### src/rtl/hlr_pkg.sv
// ----------------------------------------------------------------------------
// hlr_pkg
// shared widths, register indexes, mode codes and the command and status
// types between the huber loss controller and datapath
// ----------------------------------------------------------------------------
package hlr_pkg;

  localparam int unsigned MAX_ELEMENTS_DEF = 65536;

  localparam int unsigned VAL_W   = 16;  // pred and target, signed q8.8
  localparam int unsigned DELTA_W = 16;  // threshold, unsigned q8.8
  localparam int unsigned MODE_W  = 2;
  localparam int unsigned B_W     = VAL_W + 1;
  localparam int unsigned PROD_W  = DELTA_W + B_W;
  localparam int unsigned SHIFT   = 9;   // q16.16 down to q.8, halved
  localparam int unsigned LOSS_W  = PROD_W - SHIFT;
  localparam int unsigned TOTAL_W = 40;
  localparam int unsigned DIVC_W  = $clog2(TOTAL_W + 1);

  localparam int unsigned CFG_IDX_W  = 4;
  localparam int unsigned CFG_DATA_W = 16;

  localparam logic [CFG_IDX_W-1:0] CFG_IDX_DELTA = CFG_IDX_W'(0);
  localparam logic [CFG_IDX_W-1:0] CFG_IDX_MODE  = CFG_IDX_W'(1);

  localparam logic [DELTA_W-1:0] DELTA_RST = DELTA_W'(256);

  localparam logic [MODE_W-1:0] MODE_NONE = MODE_W'(0);
  localparam logic [MODE_W-1:0] MODE_SUM  = MODE_W'(1);
  localparam logic [MODE_W-1:0] MODE_MEAN = MODE_W'(2);

  typedef enum logic [2:0] {
    S_IDLE,
    S_DIFF,
    S_SEL,
    S_MUL,
    S_ACC,
    S_FIN,
    S_DIV,
    S_OUT
  } hlr_state_e;

  typedef enum logic [1:0] {
    RES_LOSS,
    RES_TOTAL,
    RES_QUO
  } hlr_res_sel_e;

  typedef struct packed {
    logic         capture;
    logic         diff;
    logic         sel;
    logic         mul;
    logic         acc;
    logic         clear;
    logic         div_start;
    logic         div_step;
    logic         res_load;
    hlr_res_sel_e res_sel;
    logic         load_out;
  } hlr_cmd_t;

  typedef struct packed {
    logic mode_none;
    logic mode_mean;
    logic last;
    logic div_done;
    logic out_free;
  } hlr_status_t;

endpackage

### src/rtl/huber_loss_reduce_core.sv
// ----------------------------------------------------------------------------
// huber_loss_reduce_core: huber loss with none, sum and mean reduction
// one word in flight at a time: the sequencer steps each word through the
//   single multiplier path and the divider
// reset: delta 1.0, mode none, total and count zero, no clearing pass
// ----------------------------------------------------------------------------
module huber_loss_reduce_core #(
  parameter int unsigned MAX_ELEMENTS = hlr_pkg::MAX_ELEMENTS_DEF
) (
  input  logic                           clk_i,
  input  logic                           rst_ni,
  // config write channel
  input  logic                           cfg_valid_i,
  output logic                           cfg_ready_o,
  input  logic [hlr_pkg::CFG_IDX_W-1:0]  cfg_index_i,
  input  logic [hlr_pkg::CFG_DATA_W-1:0] cfg_data_i,
  // input stream
  input  logic                           s_axis_tvalid,
  output logic                           s_axis_tready,
  input  logic [31:0]                    s_axis_tdata,   // pred_value, target_value
  input  logic                           s_axis_tlast,   // is_last
  // output stream
  output logic                           m_axis_tvalid,
  input  logic                           m_axis_tready,
  output logic [39:0]                    m_axis_tdata,   // loss_value
  output logic                           m_axis_tuser    // is_reduced
);
  import hlr_pkg::*;

  hlr_cmd_t    cmd;
  hlr_status_t status;

  assign cfg_ready_o = 1'b1;

  hlr_ctrl u_ctrl (
    .clk_i      (clk_i),
    .rst_ni     (rst_ni),
    .in_valid_i (s_axis_tvalid),
    .in_ready_o (s_axis_tready),
    .status_i   (status),
    .cmd_o      (cmd)
  );

  hlr_datapath #(
    .MAX_ELEMENTS (MAX_ELEMENTS)
  ) u_datapath (
    .clk_i         (clk_i),
    .rst_ni        (rst_ni),
    .cfg_valid_i   (cfg_valid_i),
    .cfg_index_i   (cfg_index_i),
    .cfg_data_i    (cfg_data_i),
    .pred_i        (s_axis_tdata[VAL_W-1:0]),
    .target_i      (s_axis_tdata[2*VAL_W-1:VAL_W]),
    .last_i        (s_axis_tlast),
    .out_ready_i   (m_axis_tready),
    .out_valid_o   (m_axis_tvalid),
    .out_loss_o    (m_axis_tdata),
    .out_reduced_o (m_axis_tuser),
    .cmd_i         (cmd),
    .status_o      (status)
  );

  // one word in flight at a time
  assert property (@(posedge clk_i) disable iff (!rst_ni)
    s_axis_tvalid && s_axis_tready |=> !s_axis_tready)
    else $error("input accepted while a word is in flight");

  // a result never appears right after an accept
  assert property (@(posedge clk_i) disable iff (!rst_ni)
    $rose(m_axis_tvalid) |-> !$past(s_axis_tvalid && s_axis_tready))
    else $error("output valid too soon after accept");

  // output register is never overwritten while held
  assert property (@(posedge clk_i) disable iff (!rst_ni)
    cmd.load_out |-> (!m_axis_tvalid || m_axis_tready))
    else $error("output word overwritten while stalled");

endmodule

### src/rtl/hlr_ctrl.sv
// ----------------------------------------------------------------------------
// hlr_ctrl
// sequencer that walks one word through difference, operand select,
// multiply, accumulate, optional divide and the output register
// ----------------------------------------------------------------------------
module hlr_ctrl (
  input  logic                clk_i,
  input  logic                rst_ni,
  input  logic                in_valid_i,
  output logic                in_ready_o,
  input  hlr_pkg::hlr_status_t status_i,
  output hlr_pkg::hlr_cmd_t    cmd_o
);
  import hlr_pkg::*;

  hlr_state_e state_q, state_d;

  always_ff @(posedge clk_i or negedge rst_ni) begin
    if (!rst_ni) begin
      state_q <= S_IDLE;
    end else begin
      state_q <= state_d;
    end
  end

  always_comb begin
    state_d = state_q;
    unique case (state_q)
      S_IDLE: if (in_valid_i) state_d = S_DIFF;
      S_DIFF: state_d = S_SEL;
      S_SEL:  state_d = S_MUL;
      S_MUL:  state_d = S_ACC;
      S_ACC: begin
        if (status_i.mode_none) state_d = S_OUT;
        else if (status_i.last) state_d = S_FIN;
        else state_d = S_IDLE;
      end
      S_FIN: begin
        if (status_i.mode_mean) state_d = S_DIV;
        else state_d = S_OUT;
      end
      S_DIV:  if (status_i.div_done) state_d = S_OUT;
      S_OUT:  if (status_i.out_free) state_d = S_IDLE;
      default: state_d = S_IDLE;
    endcase
  end

  always_comb begin
    cmd_o      = '0;
    in_ready_o = 1'b0;
    unique case (state_q)
      S_IDLE: begin
        in_ready_o    = 1'b1;
        cmd_o.capture = in_valid_i;
      end
      S_DIFF: cmd_o.diff = 1'b1;
      S_SEL:  cmd_o.sel  = 1'b1;
      S_MUL:  cmd_o.mul  = 1'b1;
      S_ACC: begin
        if (status_i.mode_none) begin
          cmd_o.res_load = 1'b1;
          cmd_o.res_sel  = RES_LOSS;
        end else begin
          cmd_o.acc = 1'b1;
        end
      end
      S_FIN: begin
        cmd_o.clear = 1'b1;
        if (status_i.mode_mean) begin
          cmd_o.div_start = 1'b1;
        end else begin
          cmd_o.res_load = 1'b1;
          cmd_o.res_sel  = RES_TOTAL;
        end
      end
      S_DIV: begin
        if (status_i.div_done) begin
          cmd_o.res_load = 1'b1;
          cmd_o.res_sel  = RES_QUO;
        end else begin
          cmd_o.div_step = 1'b1;
        end
      end
      S_OUT:  cmd_o.load_out = status_i.out_free;
      default: cmd_o = '0;
    endcase
  end

endmodule

### src/rtl/hlr_datapath.sv
// ----------------------------------------------------------------------------
// hlr_datapath
// config registers, huber loss arithmetic, saturating accumulator,
// restoring divider for the mean and the output register
// ----------------------------------------------------------------------------
module hlr_datapath #(
  parameter int unsigned MAX_ELEMENTS = hlr_pkg::MAX_ELEMENTS_DEF
) (
  input  logic                             clk_i,
  input  logic                             rst_ni,
  input  logic                             cfg_valid_i,
  input  logic [hlr_pkg::CFG_IDX_W-1:0]    cfg_index_i,
  input  logic [hlr_pkg::CFG_DATA_W-1:0]   cfg_data_i,
  input  logic [hlr_pkg::VAL_W-1:0]        pred_i,
  input  logic [hlr_pkg::VAL_W-1:0]        target_i,
  input  logic                             last_i,
  input  logic                             out_ready_i,
  output logic                             out_valid_o,
  output logic [hlr_pkg::TOTAL_W-1:0]      out_loss_o,
  output logic                             out_reduced_o,
  input  hlr_pkg::hlr_cmd_t                cmd_i,
  output hlr_pkg::hlr_status_t             status_o
);
  import hlr_pkg::*;

  localparam int unsigned CNT_W = $clog2(MAX_ELEMENTS + 1);

  logic [DELTA_W-1:0] delta_q;
  logic [MODE_W-1:0]  mode_q;
  logic [VAL_W-1:0]   pred_q, target_q;
  logic               last_q;
  logic [VAL_W-1:0]   d_q, d_d;
  logic [DELTA_W-1:0] a_q, a_d;
  logic [B_W-1:0]     b_q, b_d;
  logic [PROD_W-1:0]  prod_q;
  logic [LOSS_W-1:0]  loss;
  logic [TOTAL_W-1:0] total_q, total_d;
  logic [CNT_W-1:0]   count_q, count_d;
  logic [TOTAL_W-1:0] quo_q, quo_d;
  logic [CNT_W-1:0]   rem_q, rem_d;
  logic [CNT_W-1:0]   divisor_q;
  logic [DIVC_W-1:0]  divc_q;
  logic [TOTAL_W-1:0] res_q, res_d;
  logic               res_red_q;
  logic               out_valid_q;
  logic [TOTAL_W-1:0] out_loss_q;
  logic               out_red_q;

  logic [VAL_W:0]     diff;
  logic               le;
  logic [TOTAL_W:0]   sum;
  logic [CNT_W:0]     rem_sh;
  logic               ge;

  // config registers
  always_ff @(posedge clk_i or negedge rst_ni) begin
    if (!rst_ni) begin
      delta_q <= DELTA_RST;
      mode_q  <= MODE_NONE;
    end else if (cfg_valid_i) begin
      unique case (cfg_index_i)
        CFG_IDX_DELTA: delta_q <= cfg_data_i[DELTA_W-1:0];
        CFG_IDX_MODE:  mode_q  <= cfg_data_i[MODE_W-1:0];
        default: ;
      endcase
    end
  end

  // difference magnitude and operand select
  always_comb begin
    diff = {pred_q[VAL_W-1], pred_q} - {target_q[VAL_W-1], target_q};
    d_d  = diff[VAL_W] ? VAL_W'(-diff) : diff[VAL_W-1:0];
    le   = d_q <= delta_q;
    a_d  = le ? d_q : delta_q;
    b_d  = le ? {1'b0, d_q} : ({d_q, 1'b0} - {1'b0, delta_q});
  end

  assign loss = prod_q[PROD_W-1:SHIFT];

  // saturating accumulate
  always_comb begin
    sum     = {1'b0, total_q} + (TOTAL_W + 1)'(loss);
    total_d = total_q;
    count_d = count_q;
    if (cmd_i.clear) begin
      total_d = '0;
      count_d = '0;
    end else if (cmd_i.acc) begin
      total_d = sum[TOTAL_W] ? {TOTAL_W{1'b1}} : sum[TOTAL_W-1:0];
      if (count_q < CNT_W'(MAX_ELEMENTS)) count_d = count_q + CNT_W'(1);
    end
  end

  // one quotient bit per cycle
  always_comb begin
    rem_sh = {rem_q, quo_q[TOTAL_W-1]};
    ge     = rem_sh >= {1'b0, divisor_q};
    rem_d  = ge ? CNT_W'(rem_sh - {1'b0, divisor_q}) : rem_sh[CNT_W-1:0];
    quo_d  = {quo_q[TOTAL_W-2:0], ge};
  end

  always_comb begin
    case (cmd_i.res_sel)
      RES_LOSS:  res_d = TOTAL_W'(loss);
      RES_TOTAL: res_d = total_q;
      RES_QUO:   res_d = quo_q;
      default:   res_d = quo_q;
    endcase
  end

  always_ff @(posedge clk_i) begin
    if (cmd_i.capture) begin
      pred_q   <= pred_i;
      target_q <= target_i;
      last_q   <= last_i;
    end
    if (cmd_i.diff) d_q <= d_d;
    if (cmd_i.sel) begin
      a_q <= a_d;
      b_q <= b_d;
    end
    if (cmd_i.mul) prod_q <= a_q * b_q;
    if (cmd_i.div_start) begin
      quo_q     <= total_q;
      rem_q     <= '0;
      divisor_q <= count_q;
    end else if (cmd_i.div_step) begin
      quo_q <= quo_d;
      rem_q <= rem_d;
    end
    if (cmd_i.res_load) begin
      res_q     <= res_d;
      res_red_q <= cmd_i.res_sel != RES_LOSS;
    end
    if (cmd_i.load_out) begin
      out_loss_q <= res_q;
      out_red_q  <= res_red_q;
    end
  end

  always_ff @(posedge clk_i or negedge rst_ni) begin
    if (!rst_ni) begin
      total_q     <= '0;
      count_q     <= '0;
      divc_q      <= '0;
      out_valid_q <= 1'b0;
    end else begin
      total_q <= total_d;
      count_q <= count_d;
      if (cmd_i.div_start) divc_q <= '0;
      else if (cmd_i.div_step) divc_q <= divc_q + DIVC_W'(1);
      if (cmd_i.load_out) out_valid_q <= 1'b1;
      else if (out_ready_i) out_valid_q <= 1'b0;
    end
  end

  assign status_o.mode_none = mode_q == MODE_NONE;
  assign status_o.mode_mean = mode_q == MODE_MEAN;
  assign status_o.last      = last_q;
  assign status_o.div_done  = divc_q == DIVC_W'(TOTAL_W);
  assign status_o.out_free  = !out_valid_q || out_ready_i;

  assign out_valid_o   = out_valid_q;
  assign out_loss_o    = out_loss_q;
  assign out_reduced_o = out_red_q;

endmodule

### config.mk
export PLATFORM = sky130hd
export DESIGN_NAME = huber_loss_reduce_core
export DESIGN_NICKNAME = d
export VERILOG_FILES = /design/src/rtl/hlr_pkg.sv /design/src/rtl/huber_loss_reduce_core.sv /design/src/rtl/hlr_ctrl.sv /design/src/rtl/hlr_datapath.sv
export SDC_FILE = /design/constraint.sdc
export NUM_CORES = 1
export LEC_CHECK = 0
export BUFFER_PORTS_ARGS = -buffer_cell sky130_fd_sc_hd__buf_2
export CAP_MARGIN = 20
export CORE_MARGIN = 10
export CORE_UTILIZATION = 40
export CTS_BUF_LIST = sky130_fd_sc_hd__clkbuf_4
export CTS_CLUSTER_DIAMETER = 150
export DETAILED_ROUTE_END_ITERATION = 6
export RECOVER_POWER = 100
export SETUP_SLACK_MARGIN = 0.02
export SYNTH_ARGS = -nofsm -noshare
export SYNTH_HDL_FRONTEND = slang
export SYNTH_HIERARCHICAL = 1
export SYNTH_SLANG_ARGS = --single-unit
### constraint.sdc
create_clock -name clk_i -period 6.8 [get_ports clk_i]
set_clock_uncertainty 0.2 [all_clocks]
set_input_delay 1.02 -clock clk_i [delete_from_list [all_inputs] [get_ports clk_i]]
set_output_delay 1.02 -clock clk_i [all_outputs]
set_load 0.05 [all_outputs]
==> reports/results.txt <==
CTS tree: done
Crit path DAT: 6.81 ns
Largest net degree at the start of global routing: 68
Vias per std cell: 5.080
Layout cells sized above 1: 12.92%
Worst skew pair latency: 0.84 ns
Tightest Pin Transition: 4.242 ns
Total grt overflow: 0
EDFF count, synth: 244
Status: finished with violations
Synth-to-layout area growth: 11.28%
Num CTS Buffers: 94
Slowest cell on the critical path: fa_1
Worst EP required: 7.16 ns
Starting Density: 40.60%
Endpoints failing setup: 0
Crit path kind: flop to flop
Design area: 0.02928 sq mm
Failing checks: max-capacitance violations, max-slew violations
Slew margin rel.: -182.8%
Post-layout minimum cycle time: 6.451 ns
Crit Path Max Fanout: 6
Wirelength per Cell: 15.96 um
Final Util: 45.18%
Worst Hold End: u_datapath/target_q[6]$_DFFE_PP_
Die ar.: 0.07644 sq mm
CP dominant cell by count: fa_1
DIE WIDTH: 276.5 um
Post-DP HPWL: 44.83 mm
CP delay by family, top: adder cells
Root buf cell: clkbuf_4
Final setup TNS: 0 ns
Die H: 276.5 um
Core area: 0.06481 sq mm
Worst-path clk slew: 0.08 ns
Syn nets: 2,987
RR Endpoint: u_datapath/prod_q[31]$_DFFE_PP_
Ys Warns: 6
Ports: 102
Crit-path max cell delay: 0.55 ns
Drt total wl: 58.30 mm
Mapped cell area: 0.02631 sq mm
Register area share after synthesis: 37.23%
Number of port buffers: 100
Final Net Count: 3,179
FF-to-FF Start: u_datapath/a_q[6]$_DFFE_PP_
Commonest non-fill, non-tap cell in the layout: inv_1
HP Start: s_axis_tdata[22]
Max Buffers Root-to-Sink: 3
Hold crit path type: primary input to flop
Worst setup EP type: flop
Max capacitance violation total: 12
Share of flip-flops with an asynchronous set or reset: 24.57%
Most frequent cells in the layout: inv_1 (333), nand2_1 (275), edfxtp_1 (244), fa_1 (211), ha_1 (194)
Tot GR Track Use: 15.14%
Gpl congestion: 0.8844
Routed Antenna Nets: 0
First-pass GRT wire length: 97.15 mm
Crit path launch type: flop
CTS Sinks: 346
Total number of vias: 18,551
Fin crit share: 94.86%
Cell count after synthesis: 2,524
Reg2Reg Setup Slack: 0.35 ns
F_max: 155.0 MHz
Synth unique cells: 90
Std cell rows: 93
FF+latch count, synth: 346
Starting DRT DRC Count: 986
Post-place instance area: 0.02801 sq mm
Hold depth: 1
FF-to-FF path depth: 25
Most common flop cell mapped by yosys: edfxtp_1
First-pass DRT Iterations: 5
Antenna violations before repair: 2
Vias in the first global route: 19,439
Fin. max-slew vios: 453
Final hold violation count: 0
RSZ-0062 raised after global routing: false
DRC: 0
CP Buf/Inv Count: 8
Synth Area per Inst: 10.42 sq um
H-tree levels: 3
[area by class of cell]
type                    count  area, sq um
well taps                 855         1070
repair buffers            186         1041
clock inverters            25        146.4
diodes                      2        5.005
fillers                  6167        35530
multi-input cells        1755        14850
flip-flops and latches    346         9796
clock buffers             150         1126
inverters                 333         1250
[registers in the layout, summed over array words and instances, names as in the netlist, 2 cells and up]
name                   count
u_datapath/divc_q          6
u_datapath/d_q            16
u_datapath/total_q        40
u_datapath/a_q            16
u_datapath/delta_q        16
u_datapath/count_q        17
u_datapath/target_q       16
u_datapath/prod_q         24
u_datapath/pred_q         16
u_datapath/res_q          40
u_ctrl/state_q             3
u_datapath/b_q            16
u_datapath/mode_q          2
u_datapath/divisor_q      17
u_datapath/quo_q          40
u_datapath/out_loss_o     40
u_datapath/rem_q          17
[synthesized netlist by cell type, drive strengths merged, types with 13 or more instances]
master  number  area share [%]
clkbuf      78             1.1
xor2        47             1.6
nor2b       23            0.58
dfxtp       17             1.3
fa         211              16
inv        333             4.8
a21oi       79             1.5
xnor2       52             1.7
a211oi      41             1.3
nor3        41            0.80
nand3       24            0.49
o22ai       16            0.38
nand2      275             3.9
and2       141             3.4
o21a        15            0.43
o21ai      137             2.7
nor2       136             1.9
mux2        45             1.9
nand4       20            0.50
a21o        30            0.86
a22o        18            0.60
and3        16            0.38
or3         15            0.36
edfxtp     244              28
mux2i       41             1.6
ha         194             9.2
nand2b      13            0.31
dfrtp       84             8.0
[cell families after synthesis]
| group | count (synthesis) | synth area share (%) |
|---|---|---|
| and+or+nand+nor | 739 | 13.79 |
| AOI/OAI and AO/OA | 425 | 10.72 |
| buffers and inverters | 423 | 6.158 |
| adders and majority gates | 405 | 25.28 |
| DFF | 346 | 37.23 |
| xor gates and xnor gates | 99 | 3.324 |
| muxes | 86 | 3.486 |
| other | 1 | 0.01425 |
[metrics by stage]
stage                     hold WS, ns  setup slack (ns)  instances
after CTS                     0.03730            0.1198       3627
after detailed placement       0.2045            0.1347       3451
after floorplan                0.2003            0.4946       2524
after global routing          0.05096           0.01349       3652
final                          0.1543            0.3495       3652
after global placement         0.2006            0.2526       3451
[worst max-delay path by stage]
stage,cells past startpoint,start,to
after detailed placement,24,u_datapath/b_q[3]$_DFFE_PP_,u_datapath/prod_q[31]$_DFFE_PP_
after CTS,24,u_datapath/b_q[3]$_DFFE_PP_,u_datapath/prod_q[31]$_DFFE_PP_
after global placement,21,u_datapath/a_q[6]$_DFFE_PP_,u_datapath/prod_q[27]$_DFFE_PP_
final,25,u_datapath/a_q[6]$_DFFE_PP_,u_datapath/prod_q[31]$_DFFE_PP_
after floorplan,23,u_datapath/a_q[9]$_DFFE_PP_,u_datapath/prod_q[31]$_DFFE_PP_
after global routing,23,u_datapath/a_q[6]$_DFFE_PP_,u_datapath/prod_q[31]$_DFFE_PP_
[layer usage]
| metal | up-vias | GRT usage (%) | wire, um |
|---|---|---|---|
| met5 | - | 0 | 0 |
| met4 | 0 | 5.073 | 1567 |
| met3 | 114 | 3.072 | 2862 |
| met2 | 427 | 26.28 | 28290 |
| met1 | 8997 | 18.45 | 25580 |
| li1 | 9013 | - | - |
[repair_timing]
action,in CTS,in global routing
hold buffers,1,0
gates resized for setup,0,8
endpoints found under the setup margin,0,10
setup buffers,0,22
endpoints found under the hold margin,17,0
Power is left out: the tool's default activity adds up to more than one toggle a clock period on the data nets, which glitch-free logic cannot reach.
